[src/design/cbf_pkg.sv]
// cbf_pkg: shared types and constants of the conv batchnorm folding unit
// no dependencies; used by conv_batchnorm_fold_unit and its bench

package cbf_pkg;

  // item commands and result kinds
  localparam logic CMD_HEADER  = 1'b0;
  localparam logic CMD_WEIGHT  = 1'b1;
  localparam logic KIND_BIAS   = 1'b0;
  localparam logic KIND_WEIGHT = 1'b1;

  // register defaults and data limits
  localparam logic [15:0] EPS_RESET = 16'd168;
  localparam logic [31:0] SCALE_MAX = 32'h7FFF_FFFF;
  localparam logic [31:0] SCALE_MIN = 32'h8000_0000;

  // sequencer states
  typedef enum logic [2:0] {
    ST_IDLE,
    ST_SQRT,
    ST_DIV,
    ST_SCALE,
    ST_MUL_GO,
    ST_MUL,
    ST_ROUND,
    ST_FIN
  } cbf_state_t;

endpackage

[src/design/cbf_sqrt.sv]
// cbf_sqrt: serial integer square root of (arg << FRAC_BITS), two radicand bits per cycle
// depends on nothing beyond its ports

module cbf_sqrt #(
  parameter int FRAC_BITS = 24
) (
  input  logic                              clk,
  input  logic                              rst_n,
  input  logic                              start,
  input  logic [31:0]                       arg,
  output logic [((32+FRAC_BITS+1)/2)-1:0]   root,
  output logic                              done
);

  localparam int RAD_W  = ((32 + FRAC_BITS + 1) / 2) * 2;
  localparam int ROOT_W = RAD_W / 2;
  localparam int REM_W  = ROOT_W + 2;
  localparam int CNT_W  = $clog2(ROOT_W + 1);

  logic [RAD_W-1:0]  rad_r, rad_nxt;
  logic [ROOT_W-1:0] root_r, root_nxt;
  logic [REM_W-1:0]  rem_r, rem_nxt;
  logic [CNT_W-1:0]  cnt_r, cnt_nxt;
  logic              busy_r, busy_nxt;
  logic              done_r, done_nxt;

  logic [REM_W-1:0]  rem_sh;
  logic [REM_W-1:0]  trial;
  logic              ge;

  // one root digit per cycle: bring down two bits, try {root, 01}
  always_comb begin
    rem_sh   = {rem_r[REM_W-3:0], rad_r[RAD_W-1 -: 2]};
    trial    = {root_r, 2'b01};
    ge       = (rem_sh >= trial);
    rad_nxt  = rad_r;
    root_nxt = root_r;
    rem_nxt  = rem_r;
    cnt_nxt  = cnt_r;
    busy_nxt = busy_r;
    done_nxt = 1'b0;
    if (start) begin
      rad_nxt  = RAD_W'({arg, {FRAC_BITS{1'b0}}});
      root_nxt = '0;
      rem_nxt  = '0;
      cnt_nxt  = CNT_W'(ROOT_W);
      busy_nxt = 1'b1;
    end else if (busy_r) begin
      rad_nxt  = {rad_r[RAD_W-3:0], 2'b00};
      rem_nxt  = ge ? (rem_sh - trial) : rem_sh;
      root_nxt = {root_r[ROOT_W-2:0], ge};
      cnt_nxt  = cnt_r - CNT_W'(1);
      if (cnt_r == CNT_W'(1)) begin
        busy_nxt = 1'b0;
        done_nxt = 1'b1;
      end
    end
  end

  // control
  always_ff @(posedge clk) begin
    if (!rst_n) begin
      busy_r <= 1'b0;
      done_r <= 1'b0;
      cnt_r  <= '0;
    end else begin
      busy_r <= busy_nxt;
      done_r <= done_nxt;
      cnt_r  <= cnt_nxt;
    end
  end

  // datapath shift registers
  always_ff @(posedge clk) begin
    rad_r  <= rad_nxt;
    root_r <= root_nxt;
    rem_r  <= rem_nxt;
  end

  assign root = root_r;
  assign done = done_r;

endmodule

[src/design/cbf_div.sv]
// cbf_div: restoring divider, (num_mag << FRAC_BITS) / den, one quotient bit per cycle
// depends on nothing beyond its ports

module cbf_div #(
  parameter int FRAC_BITS = 24,
  parameter int DEN_W     = 28
) (
  input  logic             clk,
  input  logic             rst_n,
  input  logic             start,
  input  logic [31:0]      num_mag,
  input  logic [DEN_W-1:0] den,
  output logic [32:0]      quo,
  output logic             ovf,
  output logic             done
);

  localparam int NUM_W = 32 + FRAC_BITS;
  localparam int CNT_W = $clog2(NUM_W + 1);

  logic [NUM_W-1:0] num_r, num_nxt;
  logic [DEN_W-1:0] den_r, den_nxt;
  logic [DEN_W-1:0] rem_r, rem_nxt;
  logic [32:0]      quo_r, quo_nxt;
  logic             ovf_r, ovf_nxt;
  logic [CNT_W-1:0] cnt_r, cnt_nxt;
  logic             busy_r, busy_nxt;
  logic             done_r, done_nxt;

  logic [DEN_W:0]   rem_sh;
  logic [DEN_W:0]   rem_sub;
  logic             ge;

  // one quotient bit per cycle; bits beyond 33 only set the overflow mark
  // a zero divisor gives all ones, which the caller treats as saturation
  always_comb begin
    rem_sh   = {rem_r, num_r[NUM_W-1]};
    rem_sub  = rem_sh - {1'b0, den_r};
    ge       = (rem_sh >= {1'b0, den_r});
    num_nxt  = num_r;
    den_nxt  = den_r;
    rem_nxt  = rem_r;
    quo_nxt  = quo_r;
    ovf_nxt  = ovf_r;
    cnt_nxt  = cnt_r;
    busy_nxt = busy_r;
    done_nxt = 1'b0;
    if (start) begin
      num_nxt  = {num_mag, {FRAC_BITS{1'b0}}};
      den_nxt  = den;
      rem_nxt  = '0;
      quo_nxt  = '0;
      ovf_nxt  = 1'b0;
      cnt_nxt  = CNT_W'(NUM_W);
      busy_nxt = 1'b1;
    end else if (busy_r) begin
      num_nxt  = {num_r[NUM_W-2:0], 1'b0};
      rem_nxt  = ge ? rem_sub[DEN_W-1:0] : rem_sh[DEN_W-1:0];
      quo_nxt  = {quo_r[31:0], ge};
      ovf_nxt  = ovf_r | quo_r[32];
      cnt_nxt  = cnt_r - CNT_W'(1);
      if (cnt_r == CNT_W'(1)) begin
        busy_nxt = 1'b0;
        done_nxt = 1'b1;
      end
    end
  end

  // control
  always_ff @(posedge clk) begin
    if (!rst_n) begin
      busy_r <= 1'b0;
      done_r <= 1'b0;
      cnt_r  <= '0;
    end else begin
      busy_r <= busy_nxt;
      done_r <= done_nxt;
      cnt_r  <= cnt_nxt;
    end
  end

  // datapath shift registers
  always_ff @(posedge clk) begin
    num_r <= num_nxt;
    den_r <= den_nxt;
    rem_r <= rem_nxt;
    quo_r <= quo_nxt;
    ovf_r <= ovf_nxt;
  end

  assign quo  = quo_r;
  assign ovf  = ovf_r;
  assign done = done_r;

endmodule

[src/design/cbf_mul.sv]
// cbf_mul: serial shift-add multiplier of two magnitudes, one multiplier bit per cycle
// depends on nothing beyond its ports

module cbf_mul (
  input  logic        clk,
  input  logic        rst_n,
  input  logic        start,
  input  logic [32:0] a_mag,
  input  logic [31:0] b_mag,
  output logic [64:0] prod,
  output logic        done
);

  localparam int STEPS = 32;
  localparam int CNT_W = $clog2(STEPS + 1);

  logic [32:0]      a_r, a_nxt;
  logic [32:0]      hi_r, hi_nxt;
  logic [31:0]      lo_r, lo_nxt;
  logic [CNT_W-1:0] cnt_r, cnt_nxt;
  logic             busy_r, busy_nxt;
  logic             done_r, done_nxt;

  logic [33:0]      sum;

  // add the multiplicand on a set low bit, then shift the pair right
  always_comb begin
    sum      = {1'b0, hi_r} + (lo_r[0] ? {1'b0, a_r} : 34'd0);
    a_nxt    = a_r;
    hi_nxt   = hi_r;
    lo_nxt   = lo_r;
    cnt_nxt  = cnt_r;
    busy_nxt = busy_r;
    done_nxt = 1'b0;
    if (start) begin
      a_nxt    = a_mag;
      hi_nxt   = '0;
      lo_nxt   = b_mag;
      cnt_nxt  = CNT_W'(STEPS);
      busy_nxt = 1'b1;
    end else if (busy_r) begin
      hi_nxt  = sum[33:1];
      lo_nxt  = {sum[0], lo_r[31:1]};
      cnt_nxt = cnt_r - CNT_W'(1);
      if (cnt_r == CNT_W'(1)) begin
        busy_nxt = 1'b0;
        done_nxt = 1'b1;
      end
    end
  end

  // control
  always_ff @(posedge clk) begin
    if (!rst_n) begin
      busy_r <= 1'b0;
      done_r <= 1'b0;
      cnt_r  <= '0;
    end else begin
      busy_r <= busy_nxt;
      done_r <= done_nxt;
      cnt_r  <= cnt_nxt;
    end
  end

  // product shift register
  always_ff @(posedge clk) begin
    a_r  <= a_nxt;
    hi_r <= hi_nxt;
    lo_r <= lo_nxt;
  end

  assign prod = {hi_r, lo_r};
  assign done = done_r;

endmodule

[src/design/conv_batchnorm_fold_unit.sv]
// conv_batchnorm_fold_unit: top level; one request at a time, header through sqrt, divide, multiply
// weight request: multiply start, 32-step serial multiply, round, then result load
// header request: (33 + FRAC_BITS) / 2 root steps, (32 + FRAC_BITS) divide steps and a scale clamp,
//   then the weight path; the next request waits for the result load, so a stalled result holds it off
// reset: synchronous active low; epsilon returns to 168, kept scale and its flag to zero
// uses cbf_pkg, cbf_sqrt, cbf_div, cbf_mul

module conv_batchnorm_fold_unit #(
  parameter int FRAC_BITS = 24
) (
  input  logic               clk,
  input  logic               rst_n,
  // configuration
  input  logic               cfg_wr_en,
  input  logic [15:0]        cfg_wr_data,
  // request channel
  input  logic               in_valid,
  output logic               in_stall,
  input  logic               in_command,
  input  logic signed [31:0] in_gamma,
  input  logic signed [31:0] in_beta,
  input  logic signed [31:0] in_running_mean,
  input  logic [30:0]        in_variance,
  input  logic signed [31:0] in_conv_bias,
  input  logic signed [31:0] in_weight,
  // result channel
  output logic               out_valid,
  input  logic               out_stall,
  output logic               out_result_kind,
  output logic signed [31:0] out_folded_value,
  output logic               out_saturated
);

  localparam int ROOT_W = (32 + FRAC_BITS + 1) / 2;
  localparam int RND_W  = 66 - FRAC_BITS;
  localparam int VAL_W  = RND_W + 2;
  localparam logic [65:0] HALF = 66'(1) << (FRAC_BITS - 1);
  localparam logic signed [VAL_W-1:0] VAL_MAX = {{(VAL_W-31){1'b0}}, {31{1'b1}}};
  localparam logic signed [VAL_W-1:0] VAL_MIN = {{(VAL_W-31){1'b1}}, 31'd0};

  cbf_pkg::cbf_state_t state_r, state_nxt;

  logic [15:0]        eps_r;
  logic signed [31:0] scale_r, scale_nxt;
  logic               scale_sat_r, scale_sat_nxt;
  logic               cmd_r;
  logic signed [31:0] gamma_r;
  logic signed [31:0] beta_r;
  logic signed [32:0] opnd_r;
  logic               neg_r;
  logic [RND_W-1:0]   rnd_r;
  logic               out_valid_r;
  logic               out_kind_r;
  logic signed [31:0] out_value_r;
  logic               out_sat_r;

  logic               accept;
  logic               out_free;
  logic               sqrt_start, div_start, mul_start, out_load;
  logic [31:0]        sqrt_arg;
  logic [ROOT_W-1:0]  root;
  logic               sqrt_done;
  logic [31:0]        gamma_mag;
  logic [32:0]        quo;
  logic               quo_ovf;
  logic               div_done;
  logic [32:0]        a_mag;
  logic [31:0]        b_mag;
  logic [64:0]        prod;
  logic               mul_done;
  logic [65:0]        rnd_sum;
  logic signed [VAL_W-1:0] addend;
  logic signed [VAL_W-1:0] rnd_ext;
  logic signed [VAL_W-1:0] val;
  logic               val_sat;
  logic signed [31:0] val_clip;
  logic               big_pos, big_neg;

  assign in_stall = (state_r != cbf_pkg::ST_IDLE);
  assign accept   = in_valid && !in_stall;
  assign out_free = !out_valid_r || !out_stall;

  // next state
  always_comb begin
    state_nxt = state_r;
    unique case (state_r)
      cbf_pkg::ST_IDLE: begin
        if (in_valid) begin
          state_nxt = (in_command == cbf_pkg::CMD_WEIGHT) ? cbf_pkg::ST_MUL_GO : cbf_pkg::ST_SQRT;
        end
      end
      cbf_pkg::ST_SQRT:   if (sqrt_done) state_nxt = cbf_pkg::ST_DIV;
      cbf_pkg::ST_DIV:    if (div_done) state_nxt = cbf_pkg::ST_SCALE;
      cbf_pkg::ST_SCALE:  state_nxt = cbf_pkg::ST_MUL_GO;
      cbf_pkg::ST_MUL_GO: state_nxt = cbf_pkg::ST_MUL;
      cbf_pkg::ST_MUL:    if (mul_done) state_nxt = cbf_pkg::ST_ROUND;
      cbf_pkg::ST_ROUND:  state_nxt = cbf_pkg::ST_FIN;
      cbf_pkg::ST_FIN:    if (out_free) state_nxt = cbf_pkg::ST_IDLE;
      default:            state_nxt = cbf_pkg::ST_IDLE;
    endcase
  end

  // sequencer outputs
  always_comb begin
    sqrt_start = accept && (in_command == cbf_pkg::CMD_HEADER);
    div_start  = (state_r == cbf_pkg::ST_SQRT) && sqrt_done;
    mul_start  = (state_r == cbf_pkg::ST_MUL_GO);
    out_load   = (state_r == cbf_pkg::ST_FIN) && out_free;
  end

  // serial units
  assign sqrt_arg  = 32'(in_variance) + 32'(eps_r);
  assign gamma_mag = gamma_r[31] ? (32'd0 - gamma_r) : gamma_r;
  assign a_mag     = opnd_r[32] ? (33'd0 - opnd_r) : opnd_r;
  assign b_mag     = scale_r[31] ? (32'd0 - scale_r) : scale_r;

  cbf_sqrt #(.FRAC_BITS(FRAC_BITS)) u_sqrt (
    .clk   (clk),
    .rst_n (rst_n),
    .start (sqrt_start),
    .arg   (sqrt_arg),
    .root  (root),
    .done  (sqrt_done)
  );

  cbf_div #(.FRAC_BITS(FRAC_BITS), .DEN_W(ROOT_W)) u_div (
    .clk     (clk),
    .rst_n   (rst_n),
    .start   (div_start),
    .num_mag (gamma_mag),
    .den     (root),
    .quo     (quo),
    .ovf     (quo_ovf),
    .done    (div_done)
  );

  cbf_mul u_mul (
    .clk   (clk),
    .rst_n (rst_n),
    .start (mul_start),
    .a_mag (a_mag),
    .b_mag (b_mag),
    .prod  (prod),
    .done  (mul_done)
  );

  // clamp the quotient into the signed scale; a zero root lands here as overflow
  always_comb begin
    big_pos       = quo_ovf || quo[32] || quo[31];
    big_neg       = quo_ovf || quo[32] || (quo[31] && (|quo[30:0]));
    scale_nxt     = scale_r;
    scale_sat_nxt = scale_sat_r;
    if (state_r == cbf_pkg::ST_SCALE) begin
      if (gamma_r[31]) begin
        scale_nxt     = big_neg ? cbf_pkg::SCALE_MIN : (32'd0 - quo[31:0]);
        scale_sat_nxt = big_neg;
      end else begin
        scale_nxt     = big_pos ? cbf_pkg::SCALE_MAX : quo[31:0];
        scale_sat_nxt = big_pos;
      end
    end
  end

  // rounding, sign, bias add and saturation
  always_comb begin
    rnd_sum  = {1'b0, prod} + HALF;
    addend   = (cmd_r == cbf_pkg::CMD_HEADER) ? VAL_W'(beta_r) : '0;
    rnd_ext  = VAL_W'(rnd_r);
    val      = neg_r ? (addend - rnd_ext) : (addend + rnd_ext);
    val_sat  = (val > VAL_MAX) || (val < VAL_MIN);
    if (val > VAL_MAX) begin
      val_clip = cbf_pkg::SCALE_MAX;
    end else if (val < VAL_MIN) begin
      val_clip = cbf_pkg::SCALE_MIN;
    end else begin
      val_clip = val[31:0];
    end
  end

  // control and kept state
  always_ff @(posedge clk) begin
    if (!rst_n) begin
      state_r     <= cbf_pkg::ST_IDLE;
      eps_r       <= cbf_pkg::EPS_RESET;
      scale_r     <= '0;
      scale_sat_r <= 1'b0;
      out_valid_r <= 1'b0;
    end else begin
      state_r     <= state_nxt;
      scale_r     <= scale_nxt;
      scale_sat_r <= scale_sat_nxt;
      if (cfg_wr_en) begin
        eps_r <= cfg_wr_data;
      end
      if (out_load) begin
        out_valid_r <= 1'b1;
      end else if (!out_stall) begin
        out_valid_r <= 1'b0;
      end
    end
  end

  // request capture and datapath
  always_ff @(posedge clk) begin
    if (accept) begin
      cmd_r   <= in_command;
      gamma_r <= in_gamma;
      beta_r  <= in_beta;
      opnd_r  <= (in_command == cbf_pkg::CMD_WEIGHT) ? 33'(in_weight)
                                                     : (33'(in_conv_bias) - 33'(in_running_mean));
    end
    if (mul_start) begin
      neg_r <= opnd_r[32] ^ scale_r[31];
    end
    if (state_r == cbf_pkg::ST_ROUND) begin
      rnd_r <= rnd_sum[65:FRAC_BITS];
    end
    if (out_load) begin
      out_kind_r  <= (cmd_r == cbf_pkg::CMD_WEIGHT) ? cbf_pkg::KIND_WEIGHT : cbf_pkg::KIND_BIAS;
      out_value_r <= val_clip;
      out_sat_r   <= val_sat || scale_sat_r;
    end
  end

  assign out_valid        = out_valid_r;
  assign out_result_kind  = out_kind_r;
  assign out_folded_value = out_value_r;
  assign out_saturated    = out_sat_r;

  // a flagged scale always sits at one of the two limits
  a_scale_sat_limit: assert property (@(posedge clk) disable iff (!rst_n)
    scale_sat_r |-> (scale_r == cbf_pkg::SCALE_MAX || scale_r == cbf_pkg::SCALE_MIN))
    else $error("flagged scale is not at a limit");

  // a weight request skips the root and divide
  a_weight_path: assert property (@(posedge clk) disable iff (!rst_n)
    (accept && in_command == cbf_pkg::CMD_WEIGHT) |=> (state_r == cbf_pkg::ST_MUL_GO))
    else $error("weight request did not go straight to the multiply");

  // the serial units never finish in the same cycle
  a_one_done: assert property (@(posedge clk) disable iff (!rst_n)
    $onehot0({sqrt_done, div_done, mul_done}))
    else $error("more than one serial unit finished at once");

  // loading the result frees the block for the next request
  a_load_idle: assert property (@(posedge clk) disable iff (!rst_n)
    out_load |=> (out_valid_r && state_r == cbf_pkg::ST_IDLE))
    else $error("result load did not return to idle");

endmodule

[config.mk]
export PLATFORM = sky130hd
export DESIGN_NAME = conv_batchnorm_fold_unit
export DESIGN_NICKNAME = d
export VERILOG_FILES = /design/src/design/cbf_pkg.sv /design/src/design/cbf_sqrt.sv /design/src/design/cbf_div.sv /design/src/design/cbf_mul.sv /design/src/design/conv_batchnorm_fold_unit.sv
export SDC_FILE = /design/constraint.sdc
export NUM_CORES = 1
export LEC_CHECK = 0
export BUFFER_PORTS_ARGS = -buffer_cell sky130_fd_sc_hd__buf_4
export CORE_MARGIN = 1.5
export CORE_UTILIZATION = 40
export DETAILED_ROUTE_END_ITERATION = 8
export GPL_TIMING_DRIVEN = 0
export PLACE_DENSITY = 0.62
export SYNTH_ARGS = -nofsm -noshare
export SYNTH_HDL_FRONTEND = slang
export SYNTH_SLANG_ARGS = --single-unit
[constraint.sdc]
create_clock -name clk -period 5.7 [get_ports clk]
set_input_delay 0 -clock clk [delete_from_list [all_inputs] [get_ports clk]]
set_output_delay 0 -clock clk [all_outputs]
set_load 0.01 [all_outputs]
==> metrics.txt <==
tightest slew margin relative to the limit=0.1733; Logic pwr share=0.448; count of placed standard cells in the final layout, fillers left out=5402; sequential cell fraction of total power=0.316; TritonCTS clock tree=yes; Routed Wire Length=91.15 mm; fraction of layout cells with a size suffix above 1=0.1151; worst hold path depth=4; worst-case reg-to-reg path depth=21; number of distinct library cells after synthesis=88; synthesized net count=4111; final worst setup slack=0.1797 ns; flip-flop and latch count after synthesis=559; # fillers=7951; Post-Place Cells=5094; Die W=295.7 um; Die Span Y=295.7 um; required time worst endpoint=6.06 ns; root buf cell=clkbuf_16; number of nets with antenna violations after routing=0; result of the run=complete, no violations; VDD IR-drop max=287.7 uV; number of cells produced by synthesis=3699; mean routed wirelength per cell=16.87 um; total design power=19.70 mW; sequential area share after synthesis=0.4234; Area growth syn-to-layout=23.23%; data arrival time of the critical path=5.88 ns; Initial Util=0.4032; std cell rows=107; final critical delay including setup and external delays=5.520 ns; average footprint of a synthesized cell=9.267 um2; switching part of the total power=0.3851; clock-pin transition on the worst setup and hold timing paths=0.06 ns; Cell Int Power=12.12 mW; r2r endpoint=out_saturated; Slew Viols, Final=0; router iterations before antenna repair=5; detailed placement HPWL=68.11 mm; largest net degree at the start of global routing=69; total leakage power=16.90 nW; slew at the pin closest to its max-slew limit=1.239 ns; total clock buffers created by CTS=67; Inserted Diodes=0; final non-filler cell area=42240 um2; Initial DRC Count=1489; Power Dens Cells=466.5 nW/um2; Setup crit end kind=register; number of flops mapped to enable cells by yosys=332; Port Buf Inserts=247; worst-case clock buffer depth=3; number of global-route vias before repair=27310; area of the mapped netlist=34280 um2; total routing resource utilization after global routing=0.2028; global route overflow=0; antenna violations before repair=0; Via-to-Cell Ratio=5.251; share of synthesized flip-flops with an asynchronous set or reset=0; level count of the clock H-tree=3; setup slack of the most critical reg-to-reg path=0.18 ns; category of the worst setup path launch point=register; Clock Sinks=559; Tightest Hold Check Type=in2reg; type of the worst setup path=reg2reg; clock latency at the later pin of the worst-skew pair=0.62 ns; largest clock skew in the final design=0.02662 ns; number of nets in the layout=4615; Final Core Density=0.4969; number of top-level design ports=249; Final Hold Vio Count=0; clock network fraction of total power=0.236; Highest Clock Rate=0.1811 GHz; WHS Endpoint=opnd_r[27]; Via Count=28370; area post-placement=37700 um2; most used flip-flop cell after synthesis=edfxtp_1; net switching power=7.589 mW; Core Box Area=85010 um2; Final Cycle Share=0.9685; Final setup violation count=0; DRC Markers=0; Synthesis Warnings=0; pre-CTS setup slack=-1.027 ns; total of max-cap violations=0; overall die area=87470 um2; placer's final routability congestion estimate=0.9057; hold_sp=in_conv_bias[27]; reg2reg start=rnd_r[5]; hold slack final=0.05108 ns; wire length of the first global-routing pass=143.1 mm; Final TNS setup=0 ns; maximum fanout along the worst path=7
[cells in the mapped netlist (78+ instances only)]
cell type	instances	area, um2
nor2_1	303	1137
mux2i_1	132	1321
o21ai_0	328	1642
clkbuf_1	118	442.9
a21oi_1	273	1366
xnor2_1	203	1778
dfxtp_1	227	4544
a21o_1	78	585.6
edfxtp_1	332	9970
nand2_1	354	1329
xor2_1	149	1305
inv_1	179	671.9
ha_1	194	2427
[power groups by stage]
| stage | logic [mW] | clock network [mW] | registers, mW |
|---|---|---|---|
| floorplan | 6.45 | 0 | 6.08 |
| global placement | 8.27 | 0 | 6.33 |
| detailed placement | 8.40 | 0 | 6.29 |
| CTS | 8.62 | 4.75 | 6.22 |
| global route | 9.82 | 4.89 | 6.33 |
| finish | 8.83 | 4.65 | 6.22 |
[registers in the layout (all words and copies together) (netlist names), 5 cells and up]
register,cells
u_mul.lo_r,32
u_mul.hi_r,33
u_sqrt.cnt_r,5
u_div.num_r,32
u_div.den_r,28
scale_r,32
rnd_r,42
u_sqrt.rem_r,28
out_folded_value,32
eps_r,16
beta_r,32
u_div.rem_r,28
u_mul.cnt_r,6
u_mul.a_r,33
u_sqrt.root,28
gamma_r,32
u_sqrt.rad_r,32
u_div.cnt_r,6
opnd_r,33
u_div.quo,33
[kinds of logic after synthesis]
kind of cell	count (synthesis)	synth area share
AO/OA/AOI/OAI	978	0.1730
XOR/XNOR	352	0.08993
adder cells (fa/ha/maj)	199	0.07373
buffers and inverters	327	0.03716
flip-flops	559	0.4234
multiplexers	136	0.03986
AND/OR/NAND/NOR	1148	0.1629
[routing by layer]
metal / share of wire / vias up / global-route usage
met1: 0.47 / 13290 / 0.2694
met3: 0.039 / 135 / 0.02758
met4: 0.025 / 0 / 0.05941
li1: - / 14370 / -
met5: 0 / - / 0
met2: 0.47 / 574 / 0.3428
[final cells by class]
cell class,instances,area (um2),share of cell area
clock inverters,40,556.8,0.01318
flip-flops and latches,559,14510,0.3436
multi-input cells,2813,18800,0.4450
inverters,183,686.9,0.01626
clock buffers,84,1866,0.04416
repair buffers,441,3796,0.08986
well taps,1144,1431,0.03388
plain buffers,138,593.1,0.01404
[cells in the final DEF, fill, tap and decap left out, drive strengths merged, types with 37 or more instances in the layout]
cell,count
buf,302
a211oi,37
clkbuf,196
nor2b,65
dfxtp,227
nor2,304
mux2i,132
ha,194
o31ai,38
o21ai,332
inv,184
xor2,149
nand2,354
xnor2,203
nand3,69
a21oi,274
a21o,78
and2,52
nand2b,44
dlygate4sd3,165
edfxtp,332
nor3,71
[worst max path at each step]
stage / start / to / slack, ns / depth (start not counted)
after global placement: rnd_r[2] / out_folded_value[28] / -1.0 / 24
after detailed placement: rnd_r[2] / out_folded_value[18] / -1.03 / 24
after CTS: rnd_r[4] / out_folded_value[18] / 0.002 / 19
after global routing: rnd_r[5] / out_folded_value[2] / -0.03 / 23
final: rnd_r[5] / out_saturated / 0.18 / 21
after floorplan: rnd_r[4] / out_folded_value[23] / 0.14 / 24
[worst max-delay path, stage by stage, from the launching register on]
cell and delay (ns):
edfxtp_1 0.43, or4_4 0.56, nor3_4 0.15, nand3b_1 0.19
nor2_2 0.18, and2_4 0.17, buf_4 0.11, a21oi_1 0.07
xnor2_1 0.24, ha_1 0.34, a21oi_1 0.32, o21ai_0 0.12
a21oi_1 0.26, nand2_1 0.14, a21oi_4 0.29, o41ai_2 0.13
xor2_1 0.16, or4_1 0.58, nor4_4 0.28, buf_4 0.19
mux2i_2 0.07, or2_2 0.28
[what timing repair did]
action                                 CTS  global route
gates resized for setup                 24            52
endpoints found under the hold margin  205             0
hold buffers                           165             0
pin swaps                                8            19
setup buffers                           12            13
setup endpoints to repair               33            32
Power figures use the tool's default switching activity.
